--- src/design/c128b_pkg.sv ---
// shared types, constants and pattern tables for the code 128 set b encoder
package c128b_pkg;

	localparam int QueueDepth = 4;

	// symbol arithmetic
	localparam logic [6:0] CheckMod = 7'd103;
	localparam logic [6:0] CheckReset = 7'd1;      // start b value 104 taken mod 103
	localparam logic [6:0] CharBase = 7'd32;
	localparam logic [13:0] RecipMod = 14'd10180;  // floor(2^20 / 103)
	localparam int RecipShift = 20;

	// fixed patterns, one hex digit per element, first element in the top digit
	localparam logic [23:0] StartBPat = 24'h211214;
	localparam logic [27:0] StopPat = 28'h2331112;

	// one queued word: a classified character with its finished checksum
	typedef struct packed {
		logic       first;
		logic       last;
		logic       bad;
		logic [6:0] value;
		logic [6:0] chk;
	} entry_t;

	// six module counts of a symbol value
	function automatic logic [23:0] sym_pat(input logic [6:0] v);
		logic [23:0] p;
		begin
			unique case (v)
				7'd0: p = 24'h212222;   7'd1: p = 24'h222122;   7'd2: p = 24'h222221;
				7'd3: p = 24'h121223;   7'd4: p = 24'h121322;   7'd5: p = 24'h131222;
				7'd6: p = 24'h122213;   7'd7: p = 24'h122312;   7'd8: p = 24'h132212;
				7'd9: p = 24'h221213;   7'd10: p = 24'h221312;  7'd11: p = 24'h231212;
				7'd12: p = 24'h112232;  7'd13: p = 24'h122132;  7'd14: p = 24'h122231;
				7'd15: p = 24'h113222;  7'd16: p = 24'h123122;  7'd17: p = 24'h123221;
				7'd18: p = 24'h223211;  7'd19: p = 24'h221132;  7'd20: p = 24'h221231;
				7'd21: p = 24'h213212;  7'd22: p = 24'h223112;  7'd23: p = 24'h312131;
				7'd24: p = 24'h311222;  7'd25: p = 24'h321122;  7'd26: p = 24'h321221;
				7'd27: p = 24'h312212;  7'd28: p = 24'h322112;  7'd29: p = 24'h322211;
				7'd30: p = 24'h212123;  7'd31: p = 24'h212321;  7'd32: p = 24'h232121;
				7'd33: p = 24'h111323;  7'd34: p = 24'h131123;  7'd35: p = 24'h131321;
				7'd36: p = 24'h112313;  7'd37: p = 24'h132113;  7'd38: p = 24'h132311;
				7'd39: p = 24'h211313;  7'd40: p = 24'h231113;  7'd41: p = 24'h231311;
				7'd42: p = 24'h112133;  7'd43: p = 24'h112331;  7'd44: p = 24'h132131;
				7'd45: p = 24'h113123;  7'd46: p = 24'h113321;  7'd47: p = 24'h133121;
				7'd48: p = 24'h313121;  7'd49: p = 24'h211331;  7'd50: p = 24'h231131;
				7'd51: p = 24'h213113;  7'd52: p = 24'h213311;  7'd53: p = 24'h213131;
				7'd54: p = 24'h311123;  7'd55: p = 24'h311321;  7'd56: p = 24'h331121;
				7'd57: p = 24'h312113;  7'd58: p = 24'h312311;  7'd59: p = 24'h332111;
				7'd60: p = 24'h314111;  7'd61: p = 24'h221411;  7'd62: p = 24'h431111;
				7'd63: p = 24'h111224;  7'd64: p = 24'h111422;  7'd65: p = 24'h121124;
				7'd66: p = 24'h121421;  7'd67: p = 24'h141122;  7'd68: p = 24'h141221;
				7'd69: p = 24'h112214;  7'd70: p = 24'h112412;  7'd71: p = 24'h122114;
				7'd72: p = 24'h122411;  7'd73: p = 24'h142112;  7'd74: p = 24'h142211;
				7'd75: p = 24'h241211;  7'd76: p = 24'h221114;  7'd77: p = 24'h413111;
				7'd78: p = 24'h241112;  7'd79: p = 24'h134111;  7'd80: p = 24'h111242;
				7'd81: p = 24'h121142;  7'd82: p = 24'h121241;  7'd83: p = 24'h114212;
				7'd84: p = 24'h124112;  7'd85: p = 24'h124211;  7'd86: p = 24'h411212;
				7'd87: p = 24'h421112;  7'd88: p = 24'h421211;  7'd89: p = 24'h212141;
				7'd90: p = 24'h214121;  7'd91: p = 24'h412121;  7'd92: p = 24'h111143;
				7'd93: p = 24'h111341;  7'd94: p = 24'h131141;  7'd95: p = 24'h114113;
				7'd96: p = 24'h114311;  7'd97: p = 24'h411113;  7'd98: p = 24'h411311;
				7'd99: p = 24'h113141;  7'd100: p = 24'h114131; 7'd101: p = 24'h311141;
				7'd102: p = 24'h411131;
				default: p = 24'h212222;
			endcase
			return p;
		end
	endfunction

endpackage

--- src/design/c128b_front.sv ---
// front end: classifies characters and runs the checksum pipeline
module c128b_front (
	input  logic               clk,
	input  logic               arst_n,
	input  logic               in_valid,
	output logic               in_ready,
	input  logic [6:0]         char_code,
	input  logic               first_char,
	input  logic               last_char,
	output logic               push,
	input  logic               full,
	output c128b_pkg::entry_t  push_entry
);

	logic v1_s1, v2_s2, v3_s3;
	logic en1, en2, en3;
	logic [6:0] pw_q, acc_q;
	logic [6:0] pw_cur, pw_next;
	logic char_ok;
	logic [6:0] val_in;
	logic [13:0] prod;
	logic [27:0] qprod;
	logic [13:0] rem_raw, rem_fix;
	logic [7:0] sum;
	logic [6:0] base, chk;

	// stage payloads
	logic first_s1, last_s1, bad_s1;
	logic [6:0] val_s1;
	logic [13:0] p_s1;
	logic first_s2, last_s2, bad_s2;
	logic [6:0] val_s2, q_s2;
	logic [13:0] p_s2;
	logic first_s3, last_s3, bad_s3;
	logic [6:0] val_s3, r_s3;

	// stall chain
	assign en3 = !v3_s3 || !full;
	assign en2 = !v2_s2 || en3;
	assign en1 = !v1_s1 || en2;
	assign in_ready = en1;
	assign push = v3_s3 && !full;

	// classify and weight by position
	assign char_ok = (char_code >= c128b_pkg::CharBase) && (char_code != 7'd127);
	assign val_in = char_ok ? (char_code - c128b_pkg::CharBase) : 7'd0;
	assign pw_cur = first_char ? 7'd1 : pw_q;
	assign prod = {7'd0, pw_cur} * {7'd0, val_in};

	always_comb begin
		if (last_char)
			pw_next = 7'd1;
		else if (pw_cur == c128b_pkg::CheckMod - 7'd1)
			pw_next = 7'd0;
		else
			pw_next = pw_cur + 7'd1;
	end

	// reciprocal quotient estimate, never above the true quotient
	assign qprod = p_s1 * c128b_pkg::RecipMod;

	// remainder with one correction step
	assign rem_raw = p_s2 - ({7'd0, q_s2} * {7'd0, c128b_pkg::CheckMod});
	assign rem_fix = (rem_raw >= 14'(c128b_pkg::CheckMod))
		? rem_raw - 14'(c128b_pkg::CheckMod) : rem_raw;

	// running checksum
	assign base = first_s3 ? c128b_pkg::CheckReset : acc_q;
	assign sum = {1'b0, base} + {1'b0, r_s3};
	assign chk = (sum >= {1'b0, c128b_pkg::CheckMod})
		? 7'(sum - {1'b0, c128b_pkg::CheckMod}) : sum[6:0];

	always_comb begin
		push_entry.first = first_s3;
		push_entry.last = last_s3;
		push_entry.bad = bad_s3;
		push_entry.value = val_s3;
		push_entry.chk = chk;
	end

	// control state
	always_ff @(posedge clk or negedge arst_n) begin
		if (!arst_n) begin
			v1_s1 <= 1'b0;
			v2_s2 <= 1'b0;
			v3_s3 <= 1'b0;
			pw_q <= 7'd1;
			acc_q <= c128b_pkg::CheckReset;
		end else begin
			if (en1) v1_s1 <= in_valid;
			if (en2) v2_s2 <= v1_s1;
			if (en3) v3_s3 <= v2_s2;
			if (in_valid && in_ready) pw_q <= pw_next;
			if (push) acc_q <= last_s3 ? c128b_pkg::CheckReset : chk;
		end
	end

	// stage payloads
	always_ff @(posedge clk) begin
		if (en1) begin
			first_s1 <= first_char;
			last_s1 <= last_char;
			bad_s1 <= !char_ok;
			val_s1 <= val_in;
			p_s1 <= prod;
		end
		if (en2) begin
			first_s2 <= first_s1;
			last_s2 <= last_s1;
			bad_s2 <= bad_s1;
			val_s2 <= val_s1;
			p_s2 <= p_s1;
			q_s2 <= qprod[c128b_pkg::RecipShift +: 7];
		end
		if (en3) begin
			first_s3 <= first_s2;
			last_s3 <= last_s2;
			bad_s3 <= bad_s2;
			val_s3 <= val_s2;
			r_s3 <= rem_fix[6:0];
		end
	end

	// checksum state stays reduced
	a_acc_range: assert property (@(posedge clk) disable iff (!arst_n)
		acc_q < c128b_pkg::CheckMod)
		else $error("checksum accumulator out of range");
	a_pw_range: assert property (@(posedge clk) disable iff (!arst_n)
		pw_q < c128b_pkg::CheckMod)
		else $error("position weight out of range");
	a_push_rem: assert property (@(posedge clk) disable iff (!arst_n)
		push |-> r_s3 < c128b_pkg::CheckMod)
		else $error("remainder not reduced");

endmodule

--- src/design/c128b_fifo.sv ---
// short queue between front and back ends
module c128b_fifo #(
	parameter int DEPTH = c128b_pkg::QueueDepth
) (
	input  logic               clk,
	input  logic               arst_n,
	input  logic               push,
	input  c128b_pkg::entry_t  push_entry,
	output logic               full,
	input  logic               pop,
	output logic               empty,
	output c128b_pkg::entry_t  head
);

	localparam int PW = (DEPTH > 1) ? $clog2(DEPTH) : 1;
	localparam int CW = $clog2(DEPTH + 1);

	c128b_pkg::entry_t mem [DEPTH];
	logic [PW-1:0] wr_q, rd_q;
	logic [CW-1:0] cnt_q;

	assign full = (cnt_q == CW'(DEPTH));
	assign empty = (cnt_q == '0);
	assign head = mem[rd_q];

	// storage
	always_ff @(posedge clk) begin
		if (push) mem[wr_q] <= push_entry;
	end

	// pointers and fill count
	always_ff @(posedge clk or negedge arst_n) begin
		if (!arst_n) begin
			wr_q <= '0;
			rd_q <= '0;
			cnt_q <= '0;
		end else begin
			if (push) wr_q <= (wr_q == PW'(DEPTH - 1)) ? '0 : wr_q + 1'b1;
			if (pop) rd_q <= (rd_q == PW'(DEPTH - 1)) ? '0 : rd_q + 1'b1;
			if (push && !pop) cnt_q <= cnt_q + 1'b1;
			else if (pop && !push) cnt_q <= cnt_q - 1'b1;
		end
	end

	a_no_overflow: assert property (@(posedge clk) disable iff (!arst_n)
		!(push && full))
		else $error("queue overflow");
	a_no_underflow: assert property (@(posedge clk) disable iff (!arst_n)
		!(pop && empty))
		else $error("queue underflow");
	a_count_range: assert property (@(posedge clk) disable iff (!arst_n)
		cnt_q <= CW'(DEPTH))
		else $error("queue count out of range");

endmodule

--- src/design/c128b_back.sv ---
// back end: walks the start, character, checksum and stop patterns
module c128b_back (
	input  logic               clk,
	input  logic               arst_n,
	input  logic [3:0]         module_width,
	input  logic               empty,
	input  c128b_pkg::entry_t  head,
	output logic               pop,
	output logic               out_valid,
	input  logic               out_ready,
	output logic [5:0]         element_width,
	output logic               is_bar,
	output logic               end_of_code,
	output logic               bad_char,
	output logic               last_of_run
);

	localparam logic [1:0] PH_START = 2'd0;
	localparam logic [1:0] PH_CHAR  = 2'd1;
	localparam logic [1:0] PH_CHECK = 2'd2;
	localparam logic [1:0] PH_STOP  = 2'd3;

	logic busy_q;
	logic [1:0] phase_q, phase;
	logic [2:0] idx_q, idx;
	logic valid_q;
	logic step;
	logic [23:0] sym;
	logic [3:0] digit;
	logic [3:0] mw_eff;
	logic [6:0] wprod;
	logic bad_elem, eoc_elem, phase_end, run_end;
	logic [1:0] phase_after;

	assign phase = busy_q ? phase_q : (head.first ? PH_START : PH_CHAR);
	assign idx = busy_q ? idx_q : 3'd0;
	assign step = !empty && (!valid_q || out_ready);
	assign out_valid = valid_q;

	// module count of the current element
	assign sym = c128b_pkg::sym_pat((phase == PH_CHECK) ? head.chk : head.value);
	always_comb begin
		unique case (phase)
			PH_START: digit = c128b_pkg::StartBPat[23 - 4*idx -: 4];
			PH_STOP:  digit = c128b_pkg::StopPat[27 - 4*idx -: 4];
			default:  digit = sym[23 - 4*idx -: 4];
		endcase
	end

	assign mw_eff = (module_width == 4'd0) ? 4'd1 : module_width;
	assign wprod = digit[2:0] * mw_eff;

	// element flags and phase sequencing
	assign bad_elem = (phase == PH_CHAR) && head.bad;
	assign eoc_elem = (phase == PH_STOP) && (idx == 3'd6);
	always_comb begin
		unique case (phase)
			PH_STOP: phase_end = (idx == 3'd6);
			PH_CHAR: phase_end = head.bad || (idx == 3'd5);
			default: phase_end = (idx == 3'd5);
		endcase
	end
	always_comb begin
		unique case (phase)
			PH_START: phase_after = PH_CHAR;
			PH_CHAR:  phase_after = PH_CHECK;
			PH_CHECK: phase_after = PH_STOP;
			default:  phase_after = PH_START;
		endcase
	end
	assign run_end = phase_end && ((phase == PH_STOP) || ((phase == PH_CHAR) && !head.last));
	assign pop = step && run_end;

	// sequencer and output word valid
	always_ff @(posedge clk or negedge arst_n) begin
		if (!arst_n) begin
			busy_q <= 1'b0;
			phase_q <= PH_START;
			idx_q <= 3'd0;
			valid_q <= 1'b0;
		end else begin
			if (step) begin
				valid_q <= 1'b1;
				if (run_end) begin
					busy_q <= 1'b0;
					idx_q <= 3'd0;
				end else if (phase_end) begin
					busy_q <= 1'b1;
					phase_q <= phase_after;
					idx_q <= 3'd0;
				end else begin
					busy_q <= 1'b1;
					phase_q <= phase;
					idx_q <= idx + 3'd1;
				end
			end else if (out_ready) begin
				valid_q <= 1'b0;
			end
		end
	end

	// output word
	always_ff @(posedge clk) begin
		if (step) begin
			element_width <= bad_elem ? 6'd0 : wprod[5:0];
			is_bar <= !bad_elem && !idx[0];
			end_of_code <= eoc_elem;
			bad_char <= bad_elem;
			last_of_run <= run_end;
		end
	end

	a_eoc_last: assert property (@(posedge clk) disable iff (!arst_n)
		out_valid && end_of_code |-> last_of_run)
		else $error("end of code not marked last of run");
	a_bad_zero: assert property (@(posedge clk) disable iff (!arst_n)
		out_valid && bad_char |-> element_width == 6'd0 && !is_bar)
		else $error("error word carries a width");
	a_idx_range: assert property (@(posedge clk) disable iff (!arst_n)
		busy_q |-> (idx_q <= 3'd6) && (phase_q == PH_STOP || idx_q <= 3'd5))
		else $error("element index out of range");

endmodule

--- src/design/code128b_bar_encoder.sv ---
// top level of the code 128 set b bar encoder
// Code 128 set B encoder: each accepted character word yields its bar/space elements on the
// master side, one element per cycle while m_tready is high. A plain character gives 6
// elements, an invalid one a single error word with zero width; a first mark adds the 6
// start B elements before it, a last mark adds the 6 checksum elements and 7 stop elements
// after it, so one word yields 1 to 25 elements. The back end sequencer sets the sustained
// rate of one element per cycle while a word is queued and m_tready is high. The front end
// takes one word per cycle unless the queue backs up, through a three-stage checksum
// pipeline into a queue of QUEUE_DEPTH words, so input and output stall independently; a
// word passes the stage registers and the queue before the output register. module_width is
// read live by the back end; the user must write it only while idle, which is not enforced.
module code128b_bar_encoder #(
	parameter int QUEUE_DEPTH = c128b_pkg::QueueDepth
) (
	input  logic       clk,
	input  logic       arst_n,
	// configuration
	input  logic       cfg_valid,
	output logic       cfg_ready,
	input  logic [3:0] cfg_data,     // module_width
	// character input
	input  logic       s_tvalid,
	output logic       s_tready,
	input  logic [7:0] s_tdata,      // [6:0] char_code, [7] zero
	input  logic [0:0] s_tuser,      // [0] first_char
	input  logic       s_tlast,      // last_char
	// element output
	output logic       m_tvalid,
	input  logic       m_tready,
	output logic [7:0] m_tdata,      // [5:0] element_width, [7:6] zero
	output logic [2:0] m_tuser,      // [0] is_bar, [1] end_of_code, [2] bad_char
	output logic       m_tlast       // last_of_run
);

	logic [3:0] mw_q;
	logic push, full, pop, empty;
	c128b_pkg::entry_t push_entry, head;
	logic [5:0] element_width;

	assign cfg_ready = 1'b1;

	// module width register
	always_ff @(posedge clk or negedge arst_n) begin
		if (!arst_n) mw_q <= 4'd2;
		else if (cfg_valid && cfg_ready) mw_q <= cfg_data;
	end

	c128b_front u_front (
		.clk        (clk),
		.arst_n     (arst_n),
		.in_valid   (s_tvalid),
		.in_ready   (s_tready),
		.char_code  (s_tdata[6:0]),
		.first_char (s_tuser[0]),
		.last_char  (s_tlast),
		.push       (push),
		.full       (full),
		.push_entry (push_entry)
	);

	c128b_fifo #(.DEPTH(QUEUE_DEPTH)) u_fifo (
		.clk        (clk),
		.arst_n     (arst_n),
		.push       (push),
		.push_entry (push_entry),
		.full       (full),
		.pop        (pop),
		.empty      (empty),
		.head       (head)
	);

	c128b_back u_back (
		.clk           (clk),
		.arst_n        (arst_n),
		.module_width  (mw_q),
		.empty         (empty),
		.head          (head),
		.pop           (pop),
		.out_valid     (m_tvalid),
		.out_ready     (m_tready),
		.element_width (element_width),
		.is_bar        (m_tuser[0]),
		.end_of_code   (m_tuser[1]),
		.bad_char      (m_tuser[2]),
		.last_of_run   (m_tlast)
	);

	assign m_tdata = {2'b00, element_width};

endmodule
--- config.mk ---
export PLATFORM = sky130hd
export DESIGN_NAME = code128b_bar_encoder
export DESIGN_NICKNAME = d
export VERILOG_FILES = /design/src/design/c128b_pkg.sv /design/src/design/c128b_front.sv /design/src/design/c128b_fifo.sv /design/src/design/c128b_back.sv /design/src/design/code128b_bar_encoder.sv
export SDC_FILE = /design/constraint.sdc
export NUM_CORES = 1
export LEC_CHECK = 0
export ABC_CLOCK_PERIOD_IN_PS = 9200
export BUFFER_PORTS_ARGS = -buffer_cell sky130_fd_sc_hd__buf_2
export CAP_MARGIN = 20
export CORE_MARGIN = 1
export CORE_UTILIZATION = 40
export CTS_CLUSTER_DIAMETER = 30
export DETAILED_ROUTE_END_ITERATION = 10
export GPL_TIMING_DRIVEN = 0
export SLEW_MARGIN = 5
export SYNTH_ARGS = -nofsm -noshare
export SYNTH_HDL_FRONTEND = slang
export SYNTH_SLANG_ARGS = --single-unit
--- constraint.sdc ---
create_clock -name clk -period 9.2 [get_ports clk]
set_input_delay 1.84 -clock clk [delete_from_list [all_inputs] [get_ports clk]]
set_output_delay 1.84 -clock clk [all_outputs]
set_load 0.02 [all_outputs]
==> reports/metrics.yaml <==
status:
  status: "finished clean"
yosys:
  netlist_area_um2: 16300
  synth_edf_count: 150
  postSynth.asyncResetShare_pct: 18.9
  yosys_warnings: 0
  synth_ff_type: "edfxtp_1"
  ys_seq_elements: 185
  syn_inst: 1561
  yosysUniqueCellTypes: 104
  yosys-top-cells-area: "edfxtp_1, ha_1, fa_1, dfrtp_1, inv_1"
  yosys.area.top_type: "edfxtp_1"
  yosysTopAreaCellShare_pct: 27.6
  yosysSeqAreaShare_pct: 33.0
  syn_area_per_cell_um2: 10.5
critical_path:
  crit_required_ps: 9480
  worstSetupEndpointType: "flop"
  slowest_stage: "o41ai_2"
  crit_fanout: 11
  reg2reg_from: "u_fifo.rd_q[0]$_DFFE_PN0P_"
  slowest_delay_ps: 690
  reg2reg_depth: 32
  r2r_end: "u_back.element_width[5]$_SDFFCE_PP0P_"
  r2r_setup_slack_ps: 580
  startpoint_type: "flop"
  crit_arrival_ps: 8900
  path_class: "reg2reg"
detailed_routing:
  wl_per_cell_um: 20.0
  first_pass_iters: 6
  drt_drc_violations_left: 0
  drtIter0Drc: 971
  viasPerCell: 5.62
  wl_um: 42900
  num_vias: 12100
  drtAntennaViolNets: 0
min_path:
  hp-start: "u_front.first_s1$_DFFE_PN_"
  worst_hold_path.endpoint: "u_front.first_s2$_DFFE_PP_"
  hold-path-cell-count: 0
  min_path_type: "reg2reg"
sta:
  setup_viol: 0
  fmax_mhz: 116
  min_period_ps: 8620
  report.final.slew_viol_count: 0
  finalHoldViolCount: 0
  period_share_pct: 93.7
  clock_skew_ps: 9.08
  finalSetupTns_ps: 0
  rsz0062_at_grt: "no"
  relSlewSlack_pct: 10.5
  tightestPinTransition_ps: 1340
placed_design:
  portBuffers: 29
  numPlacedInstances: 2118
  dpl.hpwl_um: 32900
  place.gp.congestion: 0.986
finish:
  nets: 1912
  area_growth_syn_to_layout_pct: 8.54
  n_antenna_cell: 0
  drive_gt1_share_pct: 11.4
  fin_cells: 2150
global_routing:
  grt_pass1_wl_um: 70100
  grt_util_all_layers_pct: 21.8
  grt-ovfl-total: 0
  grt_start_max_net_pins: 36
  first_global_vias: 12600
  antenna_found_initial: 0
die:
  coreArea_um2: 40000
  dieWidth_um: 204
  initial_core_util_pct: 40.8
  fp.dieH_um: 204
  core.rowCount: 73
  io_pins: 34
  die_area_um2: 41600
job:
  cap_violations: 0
clock_network:
  root_buffer: "clkbuf_16"
  path_clk_slew_ps: 70
  clock_latency_ps: 440
  cts_tree: "done"
  post_cts_buffers: 0
  cts_sinks: 185
  cts_htree_levels: 4
  clockBufferDepth: 2
  cts_buffers: 17
flip-flops by register name (all words and copies together), names as in the netlist, 3 cells and up:
signal and cells:
u_fifo.cnt_q 3, u_fifo.mem 68, u_front.val_s3 7, u_back.idx_q 3
u_front.p_s2 14, u_front.pw_q 7, u_front.r_s3 7, mw_q 4
u_front.q_s2 7, u_front.val_s2 7, u_back.element_width 6, u_front.acc_q 7
u_front.p_s1 14, u_front.val_s1 7
critical path, delay by kind of cell (launching register included):
kind            cells  cell delay [ps]
buf+inv            10             2480
compound gates      8             1990
fa+ha+maj           4             1270
simple gates        6             1140
mux                 3             1060
flops               1              370
xor+xnor            1              100
Yosys cell counts, drive strengths merged (6+ instances only):
cell / count
nor4: 11
a21o: 17
edfxtp: 150
a221oi: 9
mux4: 8
xor2: 9
and3: 21
o211ai: 7
dfrtp: 32
o22ai: 7
ha: 177
a21oi: 59
buf: 47
a22o: 8
o21ai: 60
nand2: 137
a211oi: 14
a22oi: 6
nand3: 42
clkbuf: 16
xnor2: 42
inv: 179
or3: 8
nor2b: 29
o21bai: 7
and2: 10
mux2: 18
a2111oi: 9
nor3: 33
or2: 8
a21boi: 6
nand2b: 14
mux2i: 26
a31oi: 11
o2111ai: 10
o31ai: 15
fa: 104
o21a: 9
nor2: 97
logic make-up after synthesis:
group	share of synthesized area [%]
flip-flops	33.0
other	0.0460
adder cells (fa/ha/maj)	26.3
AO/OA/AOI/OAI	13.8
buffers and inverters	6.65
multiplexers	4.20
AND/OR/NAND/NOR	13.2
XOR/XNOR	2.74
layer usage:
layer,wire (µm),track usage [%]
met4,1490,8.34
met5,0,0
met2,19600,34.8
met1,19400,29.7
met3,2400,3.56
worst max path at each step:
stage                                     startpoint                                    end  slack, ps  cells after the start
final                     u_fifo.rd_q[0]$_DFFE_PN0P_  u_back.element_width[5]$_SDFFCE_PP0P_        580                     32
after global routing      u_fifo.rd_q[0]$_DFFE_PN0P_  u_back.element_width[5]$_SDFFCE_PP0P_         90                     32
after CTS                 u_fifo.rd_q[0]$_DFFE_PN0P_  u_back.element_width[5]$_SDFFCE_PP0P_        560                     32
after detailed placement  u_fifo.rd_q[0]$_DFFE_PN0P_  u_back.element_width[5]$_SDFFCE_PP0P_        620                     32
after global placement    u_fifo.rd_q[0]$_DFFE_PN0P_  u_back.element_width[5]$_SDFFCE_PP0P_        520                     32
after floorplan                           s_tdata[5]             u_front.p_s1[13]$_DFFE_PN_       2540                     18
cells in the final DEF, fill, tap and decap left out, types with 8 or more instances in the layout:
cell / n
inv_1: 178
ha_1: 177
edfxtp_1: 150
nand2_1: 132
fa_1: 104
nor2_1: 91
a21oi_1: 59
o21ai_0: 52
buf_2: 51
nand3_1: 42
xnor2_1: 42
dfrtp_1: 32
nor2b_1: 29
nor3_1: 29
mux2i_1: 22
and3_1: 21
clkbuf_1: 18
a21o_1: 17
clkbuf_16: 17
o31ai_1: 15
nand2b_1: 14
a211oi_1: 13
mux2_2: 13
buf_4: 11
a31oi_1: 11
nor4_1: 10
o21a_1: 9
xor2_1: 9
buf_6: 8
mux4_2: 8
and2_1: 8
a22o_1: 8
or3_1: 8
stage by stage:
stage                     utilization [%]  area, µm²  hold slack (ps)  worst slack [ps]
after floorplan                         -      16300              400              2540
after global placement               42.8      17100              401               516
after detailed placement             42.9      17200              405               621
after CTS                            44.3      17700              418               558
after global routing                 44.3      17700              427              91.4
final                                44.3      17700              416               580
layout make-up:
class	instances	area (µm²)
Multi-Input combinational cell	1133	9850
Clock buffer	19	433
Timing Repair Buffer	31	188
Tap cell	525	657
Fill cell	3819	22300
Sequential cell	185	5380
Inverter	181	681
Clock inverter	13	111
Buffer	63	405
what timing repair did:
action / 4_1_cts / 5_1_grt
gates resized for setup: 0 / 1
endpoints found under the setup margin: 0 / 1
hold buffers: 0 / 0
Power is not shown: default switching activity piles up to over one toggle a cycle in this logic, so the estimate is an artifact.
